<file path="src/design/psvm_pkg.sv">
`timescale 1ns / 1ps
`default_nettype none
// ----------------------------------------------------------------------------
// Polyphonic sine voice mixer package
// Shared types, sizes and constant tables of the voice mixer.
// ----------------------------------------------------------------------------
package psvm_pkg;

    // Sizes of the voice store and of the sine and note tables.
    localparam int VOICE_COUNT      = 16;
    localparam int SLOT_W           = (VOICE_COUNT > 1) ? $clog2(VOICE_COUNT) : 1;
    localparam int SINE_TABLE_DEPTH = 1024;
    localparam int SINE_W           = $clog2(SINE_TABLE_DEPTH);
    localparam int QUARTER          = SINE_TABLE_DEPTH / 4;
    localparam int SAMPLE_RATE      = 44100;
    localparam int NOTE_COUNT       = 128;

    // Envelope and register constants, Q1.15.
    localparam logic [15:0] ENV_ONE       = 16'd32768;
    localparam logic [15:0] ATTACK_RESET  = 16'd3277;
    localparam logic [15:0] RELEASE_RESET = 16'd3277;

    // Datapath widths of the voice term and the mix.
    localparam int SINE_OUT_W = 16;
    localparam int P1_W       = SINE_OUT_W + 10;
    localparam int P2_W       = P1_W + 17;
    localparam int ENV_SHIFT  = 23;
    localparam int TERM_W     = P2_W - ENV_SHIFT;
    localparam int ACC_W      = TERM_W + SLOT_W + 1;
    localparam logic signed [P2_W-1:0]  TRUNC_BIAS = P2_W'((64'd1 << ENV_SHIFT) - 64'd1);
    localparam logic signed [ACC_W-1:0] SUM_MAX    = ACC_W'(32767);
    localparam logic signed [ACC_W-1:0] SUM_MIN    = -ACC_W'(32768);

    // Request codes.
    typedef enum logic [1:0] {
        OP_TICK     = 2'd0,
        OP_NOTE_ON  = 2'd1,
        OP_NOTE_OFF = 2'd2
    } t_opcode;

    // Configuration register indexes.
    typedef enum logic {
        CFG_ATTACK  = 1'b0,
        CFG_RELEASE = 1'b1
    } t_cfg_idx;

    // Envelope stage of a voice slot.
    typedef enum logic [1:0] {
        ST_IDLE    = 2'd0,
        ST_ATTACK  = 2'd1,
        ST_SUSTAIN = 2'd2,
        ST_RELEASE = 2'd3
    } t_stage;

    typedef logic [SLOT_W-1:0] t_slot;

    // One entry of the voice memory.
    typedef struct packed {
        logic [31:0] phase;
        logic [31:0] step;
        logic [8:0]  amp;
        logic [15:0] env;
    } t_voice;

    typedef logic [31:0] t_step_table [NOTE_COUNT];
    typedef logic [14:0] t_qsine_table [QUARTER];

    // Top octave of note frequencies in Q16.16 Hz, notes 120 to 131.
    localparam logic [31:0] TOP_OCTAVE [12] = '{
        32'd548668578, 32'd581294109, 32'd615859655, 32'd652480576,
        32'd691279090, 32'd732384684, 32'd775934544, 32'd822074013,
        32'd870957077, 32'd922746880, 32'd977616265, 32'd1035748353
    };

    // Phase step per note: octave shift with rounding, then scale to one turn.
    function automatic t_step_table build_step_table();
        t_step_table     tab;
        longint unsigned f;
        int              sh;
        for (int n = 0; n < NOTE_COUNT; n++) begin
            sh = 10 - (n / 12);
            f  = 64'(TOP_OCTAVE[n % 12]);
            if (sh > 0) begin
                f = (f + (64'd1 << (sh - 1))) >> sh;
            end
            f = ((f << 16) + 64'(SAMPLE_RATE / 2)) / 64'(SAMPLE_RATE);
            tab[n] = f[31:0];
        end
        return tab;
    endfunction

    // Quarter-wave sine magnitude in Q15 from the odd polynomial in Q30.
    function automatic logic [14:0] sine_mag(input int unsigned k);
        longint unsigned t;
        longint unsigned t2;
        longint unsigned p;
        longint unsigned r;
        t  = (64'(k) << 32) / 64'(SINE_TABLE_DEPTH);
        t2 = (t * t) >> 30;
        p  = 64'd85569306 - ((64'd5026994 * t2) >> 30);
        p  = 64'd693598640 - ((p * t2) >> 30);
        p  = 64'd1686629713 - ((p * t2) >> 30);
        r  = (p * t) >> 30;
        r  = (r + 64'd16384) >> 15;
        if (r > 64'd32767) begin
            r = 64'd32767;
        end
        return 15'(r);
    endfunction

    function automatic t_qsine_table build_qsine_table();
        t_qsine_table tab;
        for (int k = 0; k < QUARTER; k++) begin
            tab[k] = sine_mag(k);
        end
        return tab;
    endfunction

    localparam t_step_table  STEP_TABLE  = build_step_table();
    localparam t_qsine_table QSINE_TABLE = build_qsine_table();
    localparam logic [14:0]  SINE_PEAK   = sine_mag(QUARTER);

endpackage
`default_nettype wire

</file>
<file path="src/design/psvm_ram.sv">
`timescale 1ns / 1ps
`default_nettype none
// ----------------------------------------------------------------------------
// Generic simple dual-port RAM
// One write port and one read port with a registered read.
// ----------------------------------------------------------------------------
module psvm_ram #(
    parameter int WIDTH = 8,
    parameter int DEPTH = 16
) (
    input  wire logic                                      i_clk,
    input  wire logic                                      i_we,
    input  wire logic [(DEPTH > 1 ? $clog2(DEPTH) : 1)-1:0] i_waddr,
    input  wire logic [WIDTH-1:0]                          i_wdata,
    input  wire logic [(DEPTH > 1 ? $clog2(DEPTH) : 1)-1:0] i_raddr,
    output logic      [WIDTH-1:0]                          o_rdata
);

    logic [WIDTH-1:0] r_mem [DEPTH];

    // Write port.
    always_ff @(posedge i_clk) begin
        if (i_we) begin
            r_mem[i_waddr] <= i_wdata;
        end
    end

    // Registered read port.
    always_ff @(posedge i_clk) begin
        o_rdata <= r_mem[i_raddr];
    end

endmodule
`default_nettype wire

</file>
<file path="src/design/polyphonic_sine_voice_mixer_core.sv">
`timescale 1ns / 1ps
`default_nettype none
// ----------------------------------------------------------------------------
// Polyphonic sine voice mixer
// Voice slots with a linear attack and release envelope, mixed per tick.
// ----------------------------------------------------------------------------
// Usage:
// A request is taken at a rising edge where start is high and busy is low.
// A note-on request loads a slot: phase step from the note
// table, amplitude from the velocity, zero phase and envelope, attack stage.
// A note-off request moves a sounding slot to release.
// Both give no result and leave busy low.
// A tick request raises busy and walks all VOICE_COUNT slots through the
// voice memory, one slot per cycle, with a read-modify-write of each entry.
// The read port of that memory sets the pace. The mixed sample comes out
// with o_valid high for exactly one cycle; busy falls in that same cycle,
// so the next request can be taken while the result is shown.
// The receiver has no way to stall the result; it must take it when shown.
// Configuration writes through i_cfg_we are taken at once and belong to
// idle periods. Reset puts every slot in the idle stage and loads both
// envelope rates with their defaults; the voice memory needs no clearing.
// ----------------------------------------------------------------------------
module polyphonic_sine_voice_mixer_core (
    input  wire logic        i_clk,
    input  wire logic        i_rst_n,
    input  wire logic        start,
    output logic             busy,
    input  wire logic [1:0]  i_opcode,
    input  wire logic [3:0]  i_voice_slot,
    input  wire logic [6:0]  i_note_number,
    input  wire logic [8:0]  i_velocity,
    input  wire logic        i_cfg_we,
    input  wire logic        i_cfg_idx,
    input  wire logic [15:0] i_cfg_data,
    output logic             o_valid,
    output logic signed [15:0] o_left_sample,
    output logic signed [15:0] o_right_sample,
    output logic [4:0]       o_active_voices
);

    localparam psvm_pkg::t_slot LAST_SLOT = psvm_pkg::t_slot'(psvm_pkg::VOICE_COUNT - 1);
    localparam logic [psvm_pkg::SINE_W-2:0] QUARTER_K =
        (psvm_pkg::SINE_W - 1)'(psvm_pkg::QUARTER);

    // Control and configuration registers.
    logic                  r_busy;
    logic                  r_rd_run;
    psvm_pkg::t_slot       r_rd_idx;
    logic [15:0]           r_attack;
    logic [15:0]           r_release;
    psvm_pkg::t_stage      r_stage [psvm_pkg::VOICE_COUNT];

    // Pipeline registers.
    logic                  r_s1_vld;
    logic                  r_s1_last;
    psvm_pkg::t_slot       r_s1_idx;
    logic                  r_s2_vld;
    logic                  r_s2_last;
    logic signed [15:0]    r_s2_sine;
    logic [8:0]            r_s2_amp;
    logic [15:0]           r_s2_env;
    logic                  r_s3_vld;
    logic                  r_s3_last;
    logic signed [psvm_pkg::P1_W-1:0] r_s3_p1;
    logic [15:0]           r_s3_env;
    logic                  r_s4_vld;
    logic                  r_s4_last;
    logic signed [psvm_pkg::P2_W-1:0] r_s4_p2;
    logic                  r_s5_vld;
    logic                  r_s5_last;
    logic signed [psvm_pkg::TERM_W-1:0] r_s5_term;
    logic signed [psvm_pkg::ACC_W-1:0]  r_acc;
    logic [4:0]            r_active;
    logic                  r_valid;
    logic signed [15:0]    r_sample;
    logic [4:0]            r_active_out;

    // Combinational signals.
    logic                  accept;
    logic                  tick_go;
    logic                  slot_ok;
    psvm_pkg::t_slot       slot;
    psvm_pkg::t_slot       stg_idx;
    psvm_pkg::t_stage      stg_cur;
    logic                  stg_we;
    psvm_pkg::t_stage      stg_wdata;
    logic                  ram_we;
    psvm_pkg::t_slot       ram_waddr;
    psvm_pkg::t_voice      ram_wdata;
    logic [$bits(psvm_pkg::t_voice)-1:0] ram_rdata;
    psvm_pkg::t_voice      voice;
    logic                  live;
    logic [16:0]           env_sum;
    logic [15:0]           n_env;
    psvm_pkg::t_stage      n_stage;
    logic [psvm_pkg::SINE_W-1:0] sidx;
    logic [1:0]            quad;
    logic [psvm_pkg::SINE_W-2:0] qk;
    logic [14:0]           mag;
    logic signed [15:0]    sine;
    logic signed [psvm_pkg::P2_W-1:0]  p2_adj;
    logic signed [psvm_pkg::ACC_W-1:0] acc_sum;
    logic signed [15:0]    sat_sum;
    logic                  mix_done;

    assign accept  = start & ~r_busy;
    assign tick_go = accept & (i_opcode == psvm_pkg::OP_TICK);
    assign slot_ok = 32'(i_voice_slot) < psvm_pkg::VOICE_COUNT;
    assign slot    = psvm_pkg::t_slot'(i_voice_slot);

    // The stage array has one read address: the walk while busy, the request otherwise.
    assign stg_idx = r_busy ? r_s1_idx : slot;
    assign stg_cur = r_stage[stg_idx];

    // Voice memory: phase, step, amplitude and envelope of every slot.
    psvm_ram #(
        .WIDTH ($bits(psvm_pkg::t_voice)),
        .DEPTH (psvm_pkg::VOICE_COUNT)
    ) u_voice_ram (
        .i_clk   (i_clk),
        .i_we    (ram_we),
        .i_waddr (ram_waddr),
        .i_wdata (ram_wdata),
        .i_raddr (r_rd_idx),
        .o_rdata (ram_rdata)
    );

    assign voice = psvm_pkg::t_voice'(ram_rdata);
    assign live  = r_s1_vld & (stg_cur != psvm_pkg::ST_IDLE);

    // Envelope ramp of the slot that the memory just returned.
    always_comb begin
        env_sum = {1'b0, voice.env} + {1'b0, r_attack};
        n_env   = voice.env;
        n_stage = stg_cur;
        case (stg_cur)
            psvm_pkg::ST_ATTACK: begin
                if (env_sum >= {1'b0, psvm_pkg::ENV_ONE}) begin
                    n_env   = psvm_pkg::ENV_ONE;
                    n_stage = psvm_pkg::ST_SUSTAIN;
                end else begin
                    n_env = env_sum[15:0];
                end
            end
            psvm_pkg::ST_RELEASE: begin
                if (voice.env <= r_release) begin
                    n_env   = '0;
                    n_stage = psvm_pkg::ST_IDLE;
                end else begin
                    n_env = voice.env - r_release;
                end
            end
            default: begin
                n_env   = voice.env;
                n_stage = stg_cur;
            end
        endcase
    end

    // Write-back of the walk, the load of a note-on request, or the release of a note-off request.
    always_comb begin
        ram_we    = 1'b0;
        ram_waddr = slot;
        ram_wdata = '{phase: '0,
                      step:  psvm_pkg::STEP_TABLE[i_note_number],
                      amp:   i_velocity,
                      env:   '0};
        stg_we    = 1'b0;
        stg_wdata = psvm_pkg::ST_ATTACK;
        if (r_busy) begin
            ram_we    = live;
            ram_waddr = r_s1_idx;
            ram_wdata = '{phase: voice.phase + voice.step,
                          step:  voice.step,
                          amp:   voice.amp,
                          env:   n_env};
            stg_we    = live;
            stg_wdata = n_stage;
        end else if (accept && slot_ok) begin
            unique case (i_opcode)
                psvm_pkg::OP_NOTE_ON: begin
                    ram_we    = 1'b1;
                    stg_we    = 1'b1;
                    stg_wdata = psvm_pkg::ST_ATTACK;
                end
                psvm_pkg::OP_NOTE_OFF: begin
                    stg_we    = (stg_cur != psvm_pkg::ST_IDLE);
                    stg_wdata = psvm_pkg::ST_RELEASE;
                end
                default: begin
                    ram_we = 1'b0;
                    stg_we = 1'b0;
                end
            endcase
        end
    end

    // Sine lookup from the quarter-wave table, mirrored and negated by quadrant.
    always_comb begin
        sidx = voice.phase[31 -: psvm_pkg::SINE_W];
        quad = sidx[psvm_pkg::SINE_W-1 -: 2];
        qk   = quad[0] ? (QUARTER_K - {1'b0, sidx[psvm_pkg::SINE_W-3:0]})
                       : {1'b0, sidx[psvm_pkg::SINE_W-3:0]};
        mag  = (qk == QUARTER_K) ? psvm_pkg::SINE_PEAK
                                 : psvm_pkg::QSINE_TABLE[qk[psvm_pkg::SINE_W-3:0]];
        sine = quad[1] ? -$signed({1'b0, mag}) : $signed({1'b0, mag});
    end

    // Truncation toward zero of the voice term, then the running mix.
    always_comb begin
        p2_adj  = r_s4_p2 + (r_s4_p2[psvm_pkg::P2_W-1] ? psvm_pkg::TRUNC_BIAS : '0);
        acc_sum = r_acc + psvm_pkg::ACC_W'(r_s5_term);
        if (acc_sum > psvm_pkg::SUM_MAX) begin
            sat_sum = 16'sd32767;
        end else if (acc_sum < psvm_pkg::SUM_MIN) begin
            sat_sum = -16'sd32768;
        end else begin
            sat_sum = acc_sum[15:0];
        end
        mix_done = r_s5_vld & r_s5_last;
    end

    // Configuration registers.
    always_ff @(posedge i_clk) begin
        if (!i_rst_n) begin
            r_attack  <= psvm_pkg::ATTACK_RESET;
            r_release <= psvm_pkg::RELEASE_RESET;
        end else if (i_cfg_we) begin
            unique case (i_cfg_idx)
                psvm_pkg::CFG_ATTACK:  r_attack  <= i_cfg_data;
                psvm_pkg::CFG_RELEASE: r_release <= i_cfg_data;
                default:               r_attack  <= r_attack;
            endcase
        end
    end

    // Envelope stage of every slot.
    always_ff @(posedge i_clk) begin
        if (!i_rst_n) begin
            for (int k = 0; k < psvm_pkg::VOICE_COUNT; k++) begin
                r_stage[k] <= psvm_pkg::ST_IDLE;
            end
        end else if (stg_we) begin
            r_stage[stg_idx] <= stg_wdata;
        end
    end

    // Busy flag and the read walk over the slots.
    always_ff @(posedge i_clk) begin
        if (!i_rst_n) begin
            r_busy   <= 1'b0;
            r_rd_run <= 1'b0;
            r_rd_idx <= '0;
        end else begin
            if (tick_go) begin
                r_busy <= 1'b1;
            end else if (mix_done) begin
                r_busy <= 1'b0;
            end
            if (tick_go) begin
                r_rd_run <= 1'b1;
                r_rd_idx <= '0;
            end else if (r_rd_run) begin
                r_rd_run <= (r_rd_idx != LAST_SLOT);
                r_rd_idx <= r_rd_idx + 1'b1;
            end
        end
    end

    // Valid and last flags along the pipeline.
    always_ff @(posedge i_clk) begin
        if (!i_rst_n) begin
            r_s1_vld <= 1'b0;
            r_s2_vld <= 1'b0;
            r_s3_vld <= 1'b0;
            r_s4_vld <= 1'b0;
            r_s5_vld <= 1'b0;
            r_valid  <= 1'b0;
        end else begin
            r_s1_vld <= r_rd_run;
            r_s2_vld <= r_s1_vld;
            r_s3_vld <= r_s2_vld;
            r_s4_vld <= r_s3_vld;
            r_s5_vld <= r_s4_vld;
            r_valid  <= mix_done;
        end
    end

    // Datapath: sine, two multiplies, truncation and the mix.
    // Idle slots feed zeros, since their memory entries may never have been written.
    always_ff @(posedge i_clk) begin
        r_s1_idx  <= r_rd_idx;
        r_s1_last <= r_rd_run & (r_rd_idx == LAST_SLOT);
        r_s2_last <= r_s1_last;
        r_s2_sine <= live ? sine : '0;
        r_s2_amp  <= live ? voice.amp : '0;
        r_s2_env  <= live ? voice.env : '0;
        r_s3_last <= r_s2_last;
        r_s3_p1   <= r_s2_sine * $signed({1'b0, r_s2_amp});
        r_s3_env  <= r_s2_env;
        r_s4_last <= r_s3_last;
        r_s4_p2   <= r_s3_p1 * $signed({1'b0, r_s3_env});
        r_s5_last <= r_s4_last;
        r_s5_term <= p2_adj[psvm_pkg::P2_W-1:psvm_pkg::ENV_SHIFT];
        if (tick_go) begin
            r_acc    <= '0;
            r_active <= '0;
        end else begin
            if (r_s5_vld) begin
                r_acc <= acc_sum;
            end
            if (live && (n_stage != psvm_pkg::ST_IDLE)) begin
                r_active <= r_active + 1'b1;
            end
        end
        if (mix_done) begin
            r_sample     <= sat_sum;
            r_active_out <= r_active;
        end
    end

    assign busy            = r_busy;
    assign o_valid         = r_valid;
    assign o_left_sample   = r_sample;
    assign o_right_sample  = r_sample;
    assign o_active_voices = r_active_out;

`ifndef SYNTHESIS
    // A result follows the end of a tick walk and ends the busy period.
    a_valid_after_busy: assert property (@(posedge i_clk) disable iff (!i_rst_n)
        o_valid |-> ($past(r_busy) && !r_busy))
        else $error("result without a preceding tick walk");

    // The walk only runs while busy.
    a_walk_in_busy: assert property (@(posedge i_clk) disable iff (!i_rst_n)
        (r_rd_run || r_s1_vld || r_s5_vld) |-> r_busy)
        else $error("voice walk outside of a busy period");

    // The reported voice count never exceeds the slot count.
    a_active_range: assert property (@(posedge i_clk) disable iff (!i_rst_n)
        o_valid |-> (32'(o_active_voices) <= psvm_pkg::VOICE_COUNT))
        else $error("active voice count out of range");

    // A tick request starts the walk at the first slot in the next cycle.
    a_walk_start: assert property (@(posedge i_clk) disable iff (!i_rst_n)
        tick_go |=> (r_rd_run && (r_rd_idx == '0)))
        else $error("tick request did not start the slot walk");
`endif

endmodule
`default_nettype wire
</file>
<file path="config.mk">
export PLATFORM = sky130hd
export DESIGN_NAME = polyphonic_sine_voice_mixer_core
export DESIGN_NICKNAME = d
export VERILOG_FILES = /design/src/design/psvm_pkg.sv /design/src/design/psvm_ram.sv /design/src/design/polyphonic_sine_voice_mixer_core.sv
export SDC_FILE = /design/constraint.sdc
export NUM_CORES = 2
export LEC_CHECK = 0
export ABC_CLOCK_PERIOD_IN_PS = 24700
export BUFFER_PORTS_ARGS = -buffer_cell sky130_fd_sc_hd__buf_4
export CORE_AREA = 10 10 456 902
export DETAILED_ROUTE_END_ITERATION = 16
export DIE_AREA = 0 0 466 912
export GPL_TIMING_DRIVEN = 0
export MAX_ROUTING_LAYER = met4
export SLEW_MARGIN = 5
export SYNTH_ARGS = -nofsm -noshare
export SYNTH_HDL_FRONTEND = slang
export SYNTH_HIERARCHICAL = 1
export SYNTH_SLANG_ARGS = --single-unit
export TNS_END_PERCENT = 30
</file>
<file path="constraint.sdc">
create_clock -name i_clk -period 24.7 [get_ports i_clk]
set_input_delay 2.47 -clock i_clk [delete_from_list [all_inputs] [get_ports i_clk]]
set_output_delay 2.47 -clock i_clk [all_outputs]
set_load 0.005 [all_outputs]
</file>
==> flow_summary.ini <==
[final_layout]
final_area_mm2 = 0.1138
n_fill_cell = 40132
multi_input_area_mm2 = 0.04339
layout_common_cells = edfxtp_1 (1477), nand2_1 (725), inv_1 (713), fa_1 (531), mux4_2 (364)
instances_no_fill = 13410
drive_gt1_share_pct = 13.56
seq_area_mm2 = 0.05072
final_core_util_pct = 28.70
layout_commonest_cell = edfxtp_1
areaGrowthSynthToFinish_pct = 15.42
layout.nets = 8876

[synthesis]
synth-xor-area-share_pct = 1.641
yosysWarnings = 6
ys_top_cells_by_area = edfxtp_1 (45%), fa_1 (11%), mux4_2 (8.3%)
synth.distinct_cells = 104
synthArstFlopShare_pct = 0
yosysTopAreaCell = edfxtp_1
yosys.area_share.simple_pct = 8.982
syn_inst = 7596
muxShareOfSynthArea_pct = 9.317
ys_seq_area_share_pct = 51.45
ys_ff_latch = 1795
netlist_area_mm2 = 0.09858
synth_edf_count = 1477
synth_flop_cell = edfxtp_1
synth_top_area_share_pct = 44.99
syn_area_per_cell_um2 = 12.98
synthesis.nets = 8482
synth_top_family_by_area = adder cells
synthAdderAreaFrac_pct = 14.74
synth-compound-area-share_pct = 9.057

[placed_design]
place_area_mm2 = 0.1080
dp_hpwl_um = 293700
place_ws_ns = 15.36
io_buffer_count = 78
gp_congestion = 1.010
place_inst = 13079

[worst_setup_path]
crit_type = reg -> reg
worstSetupEndpointType = flip-flop
start_kind = flip-flop
worstPathRequired_ns = 25.43
crit_fanout = 14
cp.arrival_ns = 10.65
crit-reg2reg-launch = u_voice_ram/o_rdata[79]
crit_path_start = u_voice_ram/o_rdata[79]

[clock_network]
cts_tree = yes
cts_buffers = 170
clk_latency_ns = 0.89
cts_max_path_buffers = 4
clkTransAtPathRegs_ns = 0.07
htree_levels = 4
cts_resized = 0
clock_sinks = 1795
postCtsHoldBufs = 0
cts_setup_buffers = 0
clockRootBuffer = clkbuf_16

[grt]
grt_pass1_wl_um = 532500
grt_usage_pct = 17.90
antenna_found_initial = 24
grt_overflow = 0
grt_pass1_vias = 71076
grt_start_max_net_pins = 25

[floorplanning]
die_h_um = 912
io_pins = 82
start_util_pct = 24.87
die_w_um = 466
rows = 327
coreArea_mm2 = 0.3965
dieArea_mm2 = 0.4250

[routing]
final_antenna_net_count = 0
num_vias = 66765
drtPass1Iterations = 8
routed_wl_um = 380200
drc = 0
drtIter0Drc = 4873
viasPerCell = 4.979
wl_per_cell_um = 28.35

[worst_hold_path]
hold_path.startpoint = r_s2_env[0]
hold_path.class = reg -> reg

[sta]
fin_crit_sh_pct = 40.13
rsz0062_at_grt = no
skew_ns = 0.1220
finalSetupViolations = 0
drv_slew = 0
setup_slack_ns = 14.79
fin_setup_tns_ns = 0
whs_ns = 0.3238
fmax_mhz = 100.9
finalHoldViolCount = 0
period_needed_ns = 9.911
worst_slew_pin_slew_ns = 1.422
timing.slew.headroom_pct = 4.610

[run]
maxCapViolations = 0

[pwr]
power.density_mw_per_mm2 = 59.34
p_leak_nw = 41.43
ir_drop_uv = 57.03
total_power_mw = 6.752

[outcome]
status = finished, final reports clean
[power by group]
part,switching (mW),internal [mW]
registers,0.0243,3.32
clock network,1.17,1.53
logic,0.506,0.201
[final cells by class]
type                            instances  share of cell area, %
Tap cell                             5264                  5.789
Buffer                                435                  1.796
Clock inverter                         83                 0.8357
Inverter                              720                  2.377
Multi-Input combinational cell       4646                  38.14
Timing Repair Buffer                  222                  2.314
Sequential cell                      1795                  44.58
Clock buffer                          221                  4.123
Antenna cell                           24                0.05278
[Yosys cell counts, types with 72 or more instances]
cell type / number
nand2_1: 725
nor2_1: 334
fa_1: 531
clkbuf_1: 275
a211oi_1: 72
edfxtp_1: 1477
dfxtp_1: 318
mux4_2: 364
a21oi_1: 275
ha_1: 312
xnor2_1: 116
nand3_1: 100
inv_1: 713
nor3_1: 86
a22oi_1: 188
o21ai_0: 241
mux2i_1: 75
and2_1: 330
[flip-flops by register name (all words and copies together) (netlist names), 9 cells and up]
signal / count
r_release: 16
r_s3_p1: 26
u_voice_ram/r_mem: 1424
r_stage: 32
r_attack: 16
u_voice_ram/o_rdata: 89
r_s2_env: 16
r_s5_term: 20
o_left_sample: 16
r_acc: 25
r_s2_amp: 9
r_s4_p2: 43
r_s3_env: 16
r_s2_sine: 16
[worst paths after layout]
check / slack [ns] / depth (start not counted) / to
max: 14.79 / 19 / r_s2_sine[10]
min: 0.32 / 0 / r_s3_env[0]
max reg2reg: 14.79 / 19 / r_s2_sine[10]
min reg2reg: 0.32 / 0 / r_s3_env[0]
[worst max-delay path, cell delays in order (launching register included)]
cell       delay [ns]
dfxtp_1          1.16
buf_2            0.45
inv_1            0.50
ha_1             0.78
nand2_1          0.25
o21ai_2          0.30
buf_8            0.23
ha_1             0.23
clkbuf_1         0.65
clkbuf_1         0.95
o2111ai_2        0.82
a311oi_1         0.77
a31oi_1          0.22
a211oi_2         0.93
and2_1           0.28
ha_1             0.22
and4_1           0.28
nand3_1          0.15
o31ai_1          0.33
mux2i_1          0.23
[cells by family after synthesis]
kind of cell             Yosys count
adder cells (fa/ha/maj)          843
AO/OA/AOI/OAI                   1310
buffers and inverters           1155
flip-flops                      1795
AND/OR/NAND/NOR                 1850
XOR/XNOR                         183
multiplexers                     460
[routing by layer]
| metal | part of all wire, % | wire (um) | track usage (%) |
|---|---|---|---|
| met2 | 54 | 207200 | 33.51 |
| met5 | 0 | 0 | - |
| met4 | 9.9 | 37800 | 14.05 |
| met3 | 5.1 | 19550 | 3.093 |
| met1 | 30 | 115700 | 15.54 |
No activity file was read; power rests on OpenSTA's default activity.
